$ cat config.mk
export PLATFORM = sky130hd
export DESIGN_NAME = gesture_grid_template_match
export DESIGN_NICKNAME = d
export VERILOG_FILES = /design/src/ggtm_pkg.sv /design/src/ggtm_ctrl.sv /design/src/ggtm_dp.sv /design/src/gesture_grid_template_match.sv
export SDC_FILE = /design/constraint.sdc
export NUM_CORES = 1
export LEC_CHECK = 0
export BUFFER_PORTS_ARGS = -buffer_cell sky130_fd_sc_hd__buf_2
export CAP_MARGIN = 10
export CELL_PAD_IN_SITES_DETAIL_PLACEMENT = 1
export CELL_PAD_IN_SITES_GLOBAL_PLACEMENT = 1
export CORE_MARGIN = 4
export CORE_UTILIZATION = 49
export CTS_CLUSTER_SIZE = 16
export DETAILED_ROUTE_END_ITERATION = 10
export GPL_ROUTABILITY_DRIVEN = 0
export PLACE_DENSITY_LB_ADDON = 0.25
export SLEW_MARGIN = 10
export SYNTH_ARGS = -nofsm -noshare
export SYNTH_HDL_FRONTEND = slang
export SYNTH_HIERARCHICAL = 1
export SYNTH_SLANG_ARGS = --single-unit
$ cat constraint.sdc
create_clock -name i_clk -period 4.1 [get_ports i_clk]
set_clock_uncertainty 0.1 [all_clocks]
set_input_delay 0.41 -clock i_clk [delete_from_list [all_inputs] [get_ports i_clk]]
set_output_delay 0.41 -clock i_clk [all_outputs]
set_load 0.02 [all_outputs]
$ cat src/ggtm_pkg.sv
package ggtm_pkg;

    localparam int GRID_SIDE     = 10;
    localparam int GRID_CELLS    = GRID_SIDE * GRID_SIDE;
    localparam int GRID_ROW_W    = $clog2(GRID_SIDE);
    localparam int POOL_SIDE     = GRID_SIDE / 2;
    localparam int POOL_CELLS    = POOL_SIDE * POOL_SIDE;
    localparam int POOL_IDX_W    = $clog2(POOL_CELLS);
    localparam int POOL_COL_W    = $clog2(POOL_SIDE);

    localparam int COORD_BITS_DEF = 12;
    localparam int CANVAS_W       = 12;
    localparam int TEMPLATE_W     = 25;
    localparam int CFG_DATA_W     = 25;

    localparam logic [CANVAS_W-1:0]   CANVAS_RST   = 12'd1024;
    localparam logic [TEMPLATE_W-1:0] TEMPLATE_RST = 25'd4330464;

    localparam int SCORE_W   = 10;
    localparam int MATCH_W   = 5;
    localparam int PENALTY_W = 6;
    localparam int OUT_W     = 24;   // 21 payload bits padded to bytes

    localparam logic [PENALTY_W-1:0] BASE_PENALTY = 6'd8;

    // restoring division step counts
    localparam int MAP_STEPS   = 4;  // grid coordinate quotient < 16
    localparam int SCORE_STEPS = SCORE_W;
    localparam int CNT_W       = 5;

    typedef enum logic [0:0] {
        CFG_CANVAS   = 1'b0,
        CFG_TEMPLATE = 1'b1
    } t_cfg_idx;

    typedef enum logic [2:0] {
        S_IDLE,
        S_MAP,
        S_MARK,
        S_POOL,
        S_DIV,
        S_DONE
    } t_state;

    typedef struct packed {
        logic load;
        logic map_step;
        logic mark;
        logic pool_init;
        logic pool_step;
        logic div_load;
        logic div_step;
        logic out_load;
    } t_cmd;

    typedef struct packed {
        logic last;
        logic out_valid;
    } t_sts;

endpackage

$ cat src/ggtm_ctrl.sv
module ggtm_ctrl (
    input  logic          i_clk,
    input  logic          i_rst_n,
    input  logic          i_in_valid,
    output logic          o_in_ready,
    input  ggtm_pkg::t_sts i_sts,
    output ggtm_pkg::t_cmd o_cmd
);
    import ggtm_pkg::*;

    t_state r_state, n_state;
    logic [CNT_W-1:0] r_cnt, n_cnt;

    always_ff @(posedge i_clk) begin
        if (!i_rst_n) begin
            r_state <= S_IDLE;
            r_cnt   <= '0;
        end else begin
            r_state <= n_state;
            r_cnt   <= n_cnt;
        end
    end

    // next state and step counter
    always_comb begin
        n_state = r_state;
        n_cnt   = r_cnt + CNT_W'(1);
        unique case (r_state)
            S_IDLE: begin
                n_cnt = '0;
                if (i_in_valid) n_state = S_MAP;
            end
            S_MAP: begin
                if (r_cnt == CNT_W'(MAP_STEPS - 1)) begin
                    n_state = S_MARK;
                    n_cnt   = '0;
                end
            end
            S_MARK: begin
                n_cnt   = '0;
                n_state = i_sts.last ? S_POOL : S_IDLE;
            end
            S_POOL: begin
                if (r_cnt == CNT_W'(POOL_CELLS - 1)) begin
                    n_state = S_DIV;
                    n_cnt   = '0;
                end
            end
            S_DIV: begin
                if (r_cnt == CNT_W'(SCORE_STEPS)) begin
                    n_state = S_DONE;
                    n_cnt   = '0;
                end
            end
            S_DONE: begin
                n_cnt = '0;
                if (!i_sts.out_valid) n_state = S_IDLE;
            end
            default: begin
                n_state = S_IDLE;
                n_cnt   = '0;
            end
        endcase
    end

    // commands
    always_comb begin
        o_cmd      = '0;
        o_in_ready = 1'b0;
        unique case (r_state)
            S_IDLE: begin
                o_in_ready = 1'b1;
                o_cmd.load = i_in_valid;
            end
            S_MAP:  o_cmd.map_step = 1'b1;
            S_MARK: begin
                o_cmd.mark      = 1'b1;
                o_cmd.pool_init = i_sts.last;
            end
            S_POOL: o_cmd.pool_step = 1'b1;
            S_DIV: begin
                o_cmd.div_load = (r_cnt == '0);
                o_cmd.div_step = (r_cnt != '0);
            end
            S_DONE: o_cmd.out_load = !i_sts.out_valid;
            default: o_cmd = '0;
        endcase
    end

endmodule

$ cat src/ggtm_dp.sv
module ggtm_dp #(
    parameter int COORD_BITS = ggtm_pkg::COORD_BITS_DEF
) (
    input  logic                           i_clk,
    input  logic                           i_rst_n,
    input  logic                           i_cfg_we,
    input  logic [0:0]                     i_cfg_addr,
    input  logic [ggtm_pkg::CFG_DATA_W-1:0] i_cfg_wdata,
    input  logic [COORD_BITS-1:0]          i_x_pos,
    input  logic [COORD_BITS-1:0]          i_y_pos,
    input  logic                           i_last_point,
    input  ggtm_pkg::t_cmd                 i_cmd,
    output ggtm_pkg::t_sts                 o_sts,
    output logic                           o_out_valid,
    input  logic                           i_out_ready,
    output logic [ggtm_pkg::SCORE_W-1:0]   o_score_q8,
    output logic [ggtm_pkg::MATCH_W-1:0]   o_match_count,
    output logic [ggtm_pkg::PENALTY_W-1:0] o_penalty_count
);
    import ggtm_pkg::*;

    localparam int NW = COORD_BITS + 4;   // holds 10 * coordinate
    localparam int DW = COORD_BITS + 3;   // canvas << 3
    localparam int QW = MATCH_W + 8;      // match << 8
    localparam int SW = PENALTY_W + SCORE_W - 1; // penalty << 9

    // configuration
    logic [CANVAS_W-1:0]   r_canvas;
    logic [TEMPLATE_W-1:0] r_template;

    always_ff @(posedge i_clk) begin
        if (!i_rst_n) begin
            r_canvas   <= CANVAS_RST;
            r_template <= TEMPLATE_RST;
        end else if (i_cfg_we) begin
            unique case (t_cfg_idx'(i_cfg_addr))
                CFG_CANVAS:   r_canvas   <= i_cfg_wdata[CANVAS_W-1:0];
                CFG_TEMPLATE: r_template <= i_cfg_wdata[TEMPLATE_W-1:0];
                default:      r_canvas   <= r_canvas;
            endcase
        end
    end

    // point to grid cell: two 4-step restoring dividers
    logic [COORD_BITS-1:0] w_canvas;
    logic [COORD_BITS-1:0] w_flip;
    logic                  w_in_range;
    logic [NW-1:0]         r_rem_c, r_rem_r;
    logic [DW-1:0]         r_dvs;
    logic [MAP_STEPS-1:0]  r_qc, r_qr;
    logic                  r_in_range, r_last;
    logic                  w_ge_c, w_ge_r;

    assign w_canvas   = COORD_BITS'(r_canvas);
    assign w_flip     = w_canvas - i_y_pos;
    // column < side iff x < w; row < side iff 0 < y <= w
    assign w_in_range = (w_canvas != '0) && (i_x_pos < w_canvas) &&
                        (i_y_pos != '0) && (i_y_pos <= w_canvas);
    assign w_ge_c     = (r_rem_c >= NW'(r_dvs));
    assign w_ge_r     = (r_rem_r >= NW'(r_dvs));

    always_ff @(posedge i_clk) begin
        if (i_cmd.load) begin
            r_rem_c    <= (NW'(i_x_pos) << 3) + (NW'(i_x_pos) << 1);
            r_rem_r    <= (NW'(w_flip) << 3) + (NW'(w_flip) << 1);
            r_dvs      <= DW'(w_canvas) << 3;
            r_qc       <= '0;
            r_qr       <= '0;
            r_in_range <= w_in_range;
            r_last     <= i_last_point;
        end else if (i_cmd.map_step) begin
            if (w_ge_c) r_rem_c <= r_rem_c - NW'(r_dvs);
            if (w_ge_r) r_rem_r <= r_rem_r - NW'(r_dvs);
            r_qc  <= {r_qc[MAP_STEPS-2:0], w_ge_c};
            r_qr  <= {r_qr[MAP_STEPS-2:0], w_ge_r};
            r_dvs <= r_dvs >> 1;
        end
    end

    // occupancy grid, one word per row, one bit per column
    logic [GRID_SIDE-1:0] r_grid [GRID_SIDE];

    always_ff @(posedge i_clk) begin
        if (!i_rst_n) begin
            for (int i = 0; i < GRID_SIDE; i++) begin
                r_grid[i] <= '0;
            end
        end else if (i_cmd.out_load) begin
            for (int i = 0; i < GRID_SIDE; i++) begin
                r_grid[i] <= '0;
            end
        end else if (i_cmd.mark && r_in_range) begin
            r_grid[r_qr][r_qc] <= 1'b1;
        end
    end

    // pooling walk: one 2x2 block per cycle
    logic [POOL_COL_W-1:0] r_pr;
    logic [POOL_IDX_W-1:0] r_tidx;
    logic [POOL_COL_W-1:0] r_pc;
    logic [MATCH_W-1:0]    r_match;
    logic [PENALTY_W-1:0]  r_pen;
    logic [GRID_ROW_W-1:0] w_row0, w_row1, w_col0, w_col1;
    logic [GRID_SIDE-1:0]  w_top, w_bot;
    logic                  w_g, w_t;

    assign w_row0 = GRID_ROW_W'({r_pr, 1'b0});
    assign w_row1 = GRID_ROW_W'({r_pr, 1'b1});
    assign w_col0 = GRID_ROW_W'({r_pc, 1'b0});
    assign w_col1 = GRID_ROW_W'({r_pc, 1'b1});
    assign w_top  = r_grid[w_row0];
    assign w_bot  = r_grid[w_row1];
    assign w_g    = w_top[w_col0] | w_top[w_col1] | w_bot[w_col0] | w_bot[w_col1];
    assign w_t    = r_template[r_tidx];

    always_ff @(posedge i_clk) begin
        if (i_cmd.pool_init) begin
            r_pr    <= '0;
            r_tidx  <= '0;
            r_pc    <= '0;
            r_match <= '0;
            r_pen   <= BASE_PENALTY;
        end else if (i_cmd.pool_step) begin
            r_tidx <= r_tidx + POOL_IDX_W'(1);
            if (r_pc == POOL_COL_W'(POOL_SIDE - 1)) begin
                r_pc <= '0;
                r_pr <= r_pr + POOL_COL_W'(1);
            end else begin
                r_pc <= r_pc + POOL_COL_W'(1);
            end
            if (w_g && w_t) r_match <= r_match + MATCH_W'(1);
            if (w_g != w_t) r_pen   <= r_pen + PENALTY_W'(1);
        end
    end

    // score = (match << 8) / penalty, restoring, one quotient bit per cycle
    logic [QW-1:0]      r_qrem;
    logic [SW-1:0]      r_qdvs;
    logic [SCORE_W-1:0] r_q;
    logic               w_ge_q;

    assign w_ge_q = (SW'(r_qrem) >= r_qdvs);

    always_ff @(posedge i_clk) begin
        if (i_cmd.div_load) begin
            r_qrem <= {r_match, 8'd0};
            r_qdvs <= SW'(r_pen) << (SCORE_W - 1);
            r_q    <= '0;
        end else if (i_cmd.div_step) begin
            if (w_ge_q) r_qrem <= QW'(SW'(r_qrem) - r_qdvs);
            r_q    <= {r_q[SCORE_W-2:0], w_ge_q};
            r_qdvs <= r_qdvs >> 1;
        end
    end

    // output register
    logic                 r_out_valid;
    logic [SCORE_W-1:0]   r_score_o;
    logic [MATCH_W-1:0]   r_match_o;
    logic [PENALTY_W-1:0] r_pen_o;

    always_ff @(posedge i_clk) begin
        if (!i_rst_n) begin
            r_out_valid <= 1'b0;
        end else if (i_cmd.out_load) begin
            r_out_valid <= 1'b1;
        end else if (i_out_ready) begin
            r_out_valid <= 1'b0;
        end
    end

    always_ff @(posedge i_clk) begin
        if (i_cmd.out_load) begin
            r_score_o <= r_q;
            r_match_o <= r_match;
            r_pen_o   <= r_pen;
        end
    end

    assign o_out_valid     = r_out_valid;
    assign o_score_q8      = r_score_o;
    assign o_match_count   = r_match_o;
    assign o_penalty_count = r_pen_o;

    assign o_sts.last      = r_last;
    assign o_sts.out_valid = r_out_valid;

endmodule

$ cat src/gesture_grid_template_match.sv
// Channel  | Dir | Handshake                  | Payload
// ---------+-----+----------------------------+---------------------------------------------
// s (in)   | in  | i_s_tvalid / o_s_tready    | tdata: x_pos, y_pos; tlast: last_point
// m (out)  | out | o_m_tvalid / i_m_tready    | tdata: score_q8, match_count, penalty_count
// cfg      | in  | i_cfg_we (no back-pressure)| i_cfg_addr: 0 canvas_size, 1 template_bits
//
// A point is accepted, then mapped to a grid cell by 4 steps of the restoring
// divider, then its cell is marked.
// A last point adds a pooling walk over the 25 2x2 blocks, the score divider
// (a load, then one quotient bit per cycle) and a load of the output register,
// which waits while the previous result is untaken.
// Reset is synchronous, active low; it clears the grid.
// A result waits in the output register while the next points are taken.
module gesture_grid_template_match #(
    parameter int COORD_BITS = ggtm_pkg::COORD_BITS_DEF,
    parameter int IN_W       = ((2 * COORD_BITS + 7) / 8) * 8
) (
    input  logic                            i_clk,
    input  logic                            i_rst_n,
    // input stream
    input  logic                            i_s_tvalid,
    output logic                            o_s_tready,
    input  logic [IN_W-1:0]                 i_s_tdata,  // x_pos, y_pos, zero pad
    input  logic                            i_s_tlast,  // last_point
    // result stream
    output logic                            o_m_tvalid,
    input  logic                            i_m_tready,
    output logic [ggtm_pkg::OUT_W-1:0]      o_m_tdata,  // score_q8, match_count,
                                                        // penalty_count, zero pad
    // configuration writes
    input  logic                            i_cfg_we,
    input  logic [0:0]                      i_cfg_addr,
    input  logic [ggtm_pkg::CFG_DATA_W-1:0] i_cfg_wdata
);
    import ggtm_pkg::*;

    t_cmd w_cmd;
    t_sts w_sts;

    logic [SCORE_W-1:0]   w_score;
    logic [MATCH_W-1:0]   w_match;
    logic [PENALTY_W-1:0] w_pen;

    ggtm_ctrl u_ctrl (
        .i_clk      (i_clk),
        .i_rst_n    (i_rst_n),
        .i_in_valid (i_s_tvalid),
        .o_in_ready (o_s_tready),
        .i_sts      (w_sts),
        .o_cmd      (w_cmd)
    );

    ggtm_dp #(
        .COORD_BITS (COORD_BITS)
    ) u_dp (
        .i_clk           (i_clk),
        .i_rst_n         (i_rst_n),
        .i_cfg_we        (i_cfg_we),
        .i_cfg_addr      (i_cfg_addr),
        .i_cfg_wdata     (i_cfg_wdata),
        .i_x_pos         (i_s_tdata[COORD_BITS-1:0]),
        .i_y_pos         (i_s_tdata[2*COORD_BITS-1:COORD_BITS]),
        .i_last_point    (i_s_tlast),
        .i_cmd           (w_cmd),
        .o_sts           (w_sts),
        .o_out_valid     (o_m_tvalid),
        .i_out_ready     (i_m_tready),
        .o_score_q8      (w_score),
        .o_match_count   (w_match),
        .o_penalty_count (w_pen)
    );

    // fields packed from bit 0 up, padded to whole bytes
    assign o_m_tdata = OUT_W'({w_pen, w_match, w_score});

endmodule

==> impl_metrics.env <==
export IMPL_coreArea_um2=33700
export IMPL_grt_setup_unrepaired="no"
export IMPL_drt_first_pass_iters=5
export IMPL_worstPathCellList="ha_1 -> nor2b_4 -> o21ai_0 -> nand2b_1 -> xor2_1 -> inv_1 -> fa_1 -> inv_1 -> a21oi_1 -> o21bai_1 -> a21o_1 -> a21o_1 -> nand2_1 -> a21oi_1 -> o211ai_1 -> and3b_1 -> o31ai_2"
export IMPL_synth_cell_types=78
export IMPL_yosys_cell_count_top_type="dfxtp_1"
export IMPL_power_mw=9.796
export IMPL_ys_seq_area_frac=0.4603
export IMPL_clock_root_buffer="clkbuf_16"
export IMPL_worstSetupStartpointType="register"
export IMPL_p_leak_nw=7.850
export IMPL_numCtsBuffers=39
export IMPL_antenna_found_initial=2
export IMPL_period_needed_ns=3.836
export IMPL_cts_tree="built"
export IMPL_finalWirelength_um=44760
export IMPL_num_io_pins=82
export IMPL_drive_above_1_share=0.1240
export IMPL_die_w_um=193.1
export IMPL_drtAntennaViolNets=0
export IMPL_drtIter0Drc=802
export IMPL_cp_num_cells=17
export IMPL_wl_per_cell_um=19.85
export IMPL_worstSetupPathType="register to register"
export IMPL_postCtsSetupRepairBufs=0
export IMPL_ys_flop_type="dfxtp_1"
export IMPL_syn_inst=1709
export IMPL_vias=12980
export IMPL_via_per_inst=5.758
export IMPL_synthToLayoutAreaGrowth_pct=13.47
export IMPL_worstHoldStart="i_cfg_wdata[23]"
export IMPL_grt_overflow=0
export IMPL_hold_viol_final=0
export IMPL_worstMarginPinSlew_ns=1.025
export IMPL_slew_viol_final=0
export IMPL_crit_buf_inv=2
export IMPL_yosysTopAreaCellShare=0.3208
export IMPL_fin_crit_sh=0.9357
export IMPL_synth_edf_count=78
export IMPL_post_route_util=0.5652
export IMPL_hpwl_um=31720
export IMPL_ir_drop_mv=0.2610
export IMPL_start_util=0.4981
export IMPL_fmax_mhz=260.7
export IMPL_clk_pin_slew_worst_paths_ns=0.06
export IMPL_critPathArrivalTime_ns=4.08
export IMPL_h_tree_depth=2
export IMPL_grt_pass1_wl_um=73200
export IMPL_synthArstFlopShare=0
export IMPL_die_y_um=193.1
export IMPL_clk_latency_ns=0.53
export IMPL_crit_family="compound AO/OA/AOI/OAI gates"
export IMPL_fin_hold_ws_ns=0.02815
export IMPL_worstPathRequired_ns=4.35
export IMPL_synth_area_um2=16790
export IMPL_cts_sinks=347
export IMPL_yosysWarnings=6
export IMPL_grt_use_total=0.2422
export IMPL_grt_pass1_vias=13810
export IMPL_worstSetupEndpointType="register"
export IMPL_hold_path_depth=3
export IMPL_rrSetupSlack_ns=0.26
export IMPL_diodes=0
export IMPL_whs_endpoint="u_dp/r_template[23]$_SDFFE_PN0P_"
export IMPL_r2r_start="u_dp/r_canvas[1]$_SDFFE_PN0P_"
export IMPL_synth_commonest_cells="dfxtp_1, nand2_1, nor2_1"
export IMPL_regToRegEndpoint="u_dp/r_rem_r[13]$_DFFE_PP_"
export IMPL_fin_tns_setup_ns=0
export IMPL_status="completed"
export IMPL_r2r_cells=17
export IMPL_fp_dieArea_um2=37280
export IMPL_drc_errors=0
export IMPL_drv_cap=0
export IMPL_setup_viol=0
export IMPL_max_slew_margin_rel=0.3143
export IMPL_power_density_nw_per_um2=514.3
export IMPL_ys_ff_latch=347
export IMPL_clockBufferDepth=3
export IMPL_rows=67
export IMPL_crit_path_max_incr_delay_ns=0.50
export IMPL_io_buffers=78
export IMPL_nets=1936
export IMPL_cp_slowest_cell="fa_1"
export IMPL_grt_max_degree=93
export IMPL_synth_top_cell_by_area="dfxtp_1"
export IMPL_syn_area_per_cell_um2=9.822
export IMPL_hp_class="input pin to register"
export IMPL_synth_area_top_cells="dfxtp_1, edfxtp_1, ha_1"
export IMPL_path_max_fanout=5
## power breakdown
| group | switching [mW] | internal [mW] | leakage [nW] |
|---|---|---|---|
| clock network | 1.40 | 2.25 | 0.655 |
| registers | 0.128 | 3.78 | 2.90 |
| logic | 1.30 | 0.936 | 4.30 |
| total | 2.83 | 6.97 | 7.85 |
## tightest hold or removal path, delay by kind of cell
family / cells / cell delay [ns]
and+or+nand+nor: 1 / 0.04
buffers and inverters: 1 / 0.09
AOI/OAI and AO/OA: 1 / 0.06
## how the worst max path moves through the flow
| stage | slack, ns | to | from |
|---|---|---|---|
| finish | 0.26 | u_dp/r_rem_r[13]$_DFFE_PP_ | u_dp/r_canvas[1]$_SDFFE_PN0P_ |
| global route | 0.02 | u_dp/r_rem_r[13]$_DFFE_PP_ | u_dp/r_canvas[1]$_SDFFE_PN0P_ |
| CTS | 0.17 | u_dp/r_rem_r[13]$_DFFE_PP_ | u_dp/r_canvas[0]$_SDFFE_PN0P_ |
| detailed placement | 0.08 | u_dp/r_rem_r[14]$_DFFE_PP_ | i_s_tdata[12] |
| global placement | 0.23 | u_dp/r_rem_r[14]$_DFFE_PP_ | i_s_tdata[12] |
| floorplan | 0.38 | u_dp/r_rem_c[0]$_SDFFCE_PP0P_ | u_dp/r_rem_c[0]$_SDFFCE_PP0P_ |
## metrics by stage
stage	area [um^2]	setup WS, ns	cells
2_1_floorplan	16790	0.3802	1711
3_3_place_gp	17610	0.2251	2178
3_5_place_dp	17610	0.07555	2178
4_1_cts	19020	0.1671	2255
5_1_grt	19050	0.01813	2255
6_report	19050	0.2636	2255
## registers in the layout (all words and copies together), names as in the netlist, 3 cells and up, named ones only
register / cells
u_ctrl/r_cnt: 5
u_ctrl/r_state: 3
u_dp/o_match_count: 5
u_dp/o_penalty_count: 6
u_dp/o_score_q8: 10
u_dp/r_canvas: 12
u_dp/r_dvs: 15
u_dp/r_grid: 160
u_dp/r_match: 5
u_dp/r_pc: 3
u_dp/r_pen: 6
u_dp/r_pr: 3
u_dp/r_q: 10
u_dp/r_qc: 4
u_dp/r_qdvs: 15
u_dp/r_qr: 4
u_dp/r_qrem: 13
u_dp/r_rem_c: 16
u_dp/r_rem_r: 16
u_dp/r_template: 25
u_dp/r_tidx: 5
## layout by cell type, fill, tap and decap left out, types with 34 or more instances in the layout
cell / Yosys / final
nor4_1: 34 / 34
edfxtp_1: 78 / 78
mux2i_1: 44 / 43
xnor2_1: 42 / 42
nand2_1: 181 / 181
inv_1: 89 / 89
dfxtp_1: 269 / 269
ha_1: 96 / 96
a21o_1: 53 / 53
a22o_1: 95 / 95
a21oi_1: 70 / 69
o21ai_0: 67 / 65
o21bai_1: 48 / 48
nor2_1: 118 / 117
buf_2: 4 / 78
xor2_1: 37 / 36
clkbuf_16: 0 / 39
## final cells by class
class / count / area (um^2)
Clock buffer: 54 / 1092
Clock inverter: 16 / 252.7
Fill cell: 3769 / 14650
Inverter: 91 / 341.6
Multi-Input combinational cell: 1185 / 8394
Sequential cell: 347 / 7727
Tap cell: 448 / 560.5
Timing Repair Buffer: 114 / 678.2
## metal layers
layer | wire, um | vias to the layer above | track usage
met5 | 12 | - | 0
met4 | 750 | 2 | 0.04875
met3 | 1888 | 58 | 0.04267
met2 | 21670 | 240 | 0.4200
met1 | 20440 | 6433 | 0.3208
li1 | - | 6251 | -
## cells by family (layout without fill, tap and decap cells)
| group | after synthesis | after routing | synth area share |
|---|---|---|---|
| buffers and inverters | 179 | 275 | 0.04278 |
| adders and majority gates | 102 | 102 | 0.07871 |
| and+or+nand+nor | 496 | 496 | 0.1406 |
| DFF | 347 | 347 | 0.4603 |
| other | 1 | 3 | 0.0002234 |
| xor gates and xnor gates | 81 | 81 | 0.04383 |
| AOI/OAI and AO/OA | 444 | 444 | 0.1885 |
| muxes | 59 | 59 | 0.04502 |
## timing repair
| item | in CTS | in global routing |
|---|---|---|
| hold buffers | 7 | 0 |
| setup endpoints to repair | 0 | 2 |
| gates resized for setup | 0 | 7 |
| endpoints found under the hold margin | 7 | 0 |
Note: power is estimated with default switching activity, not from simulation.
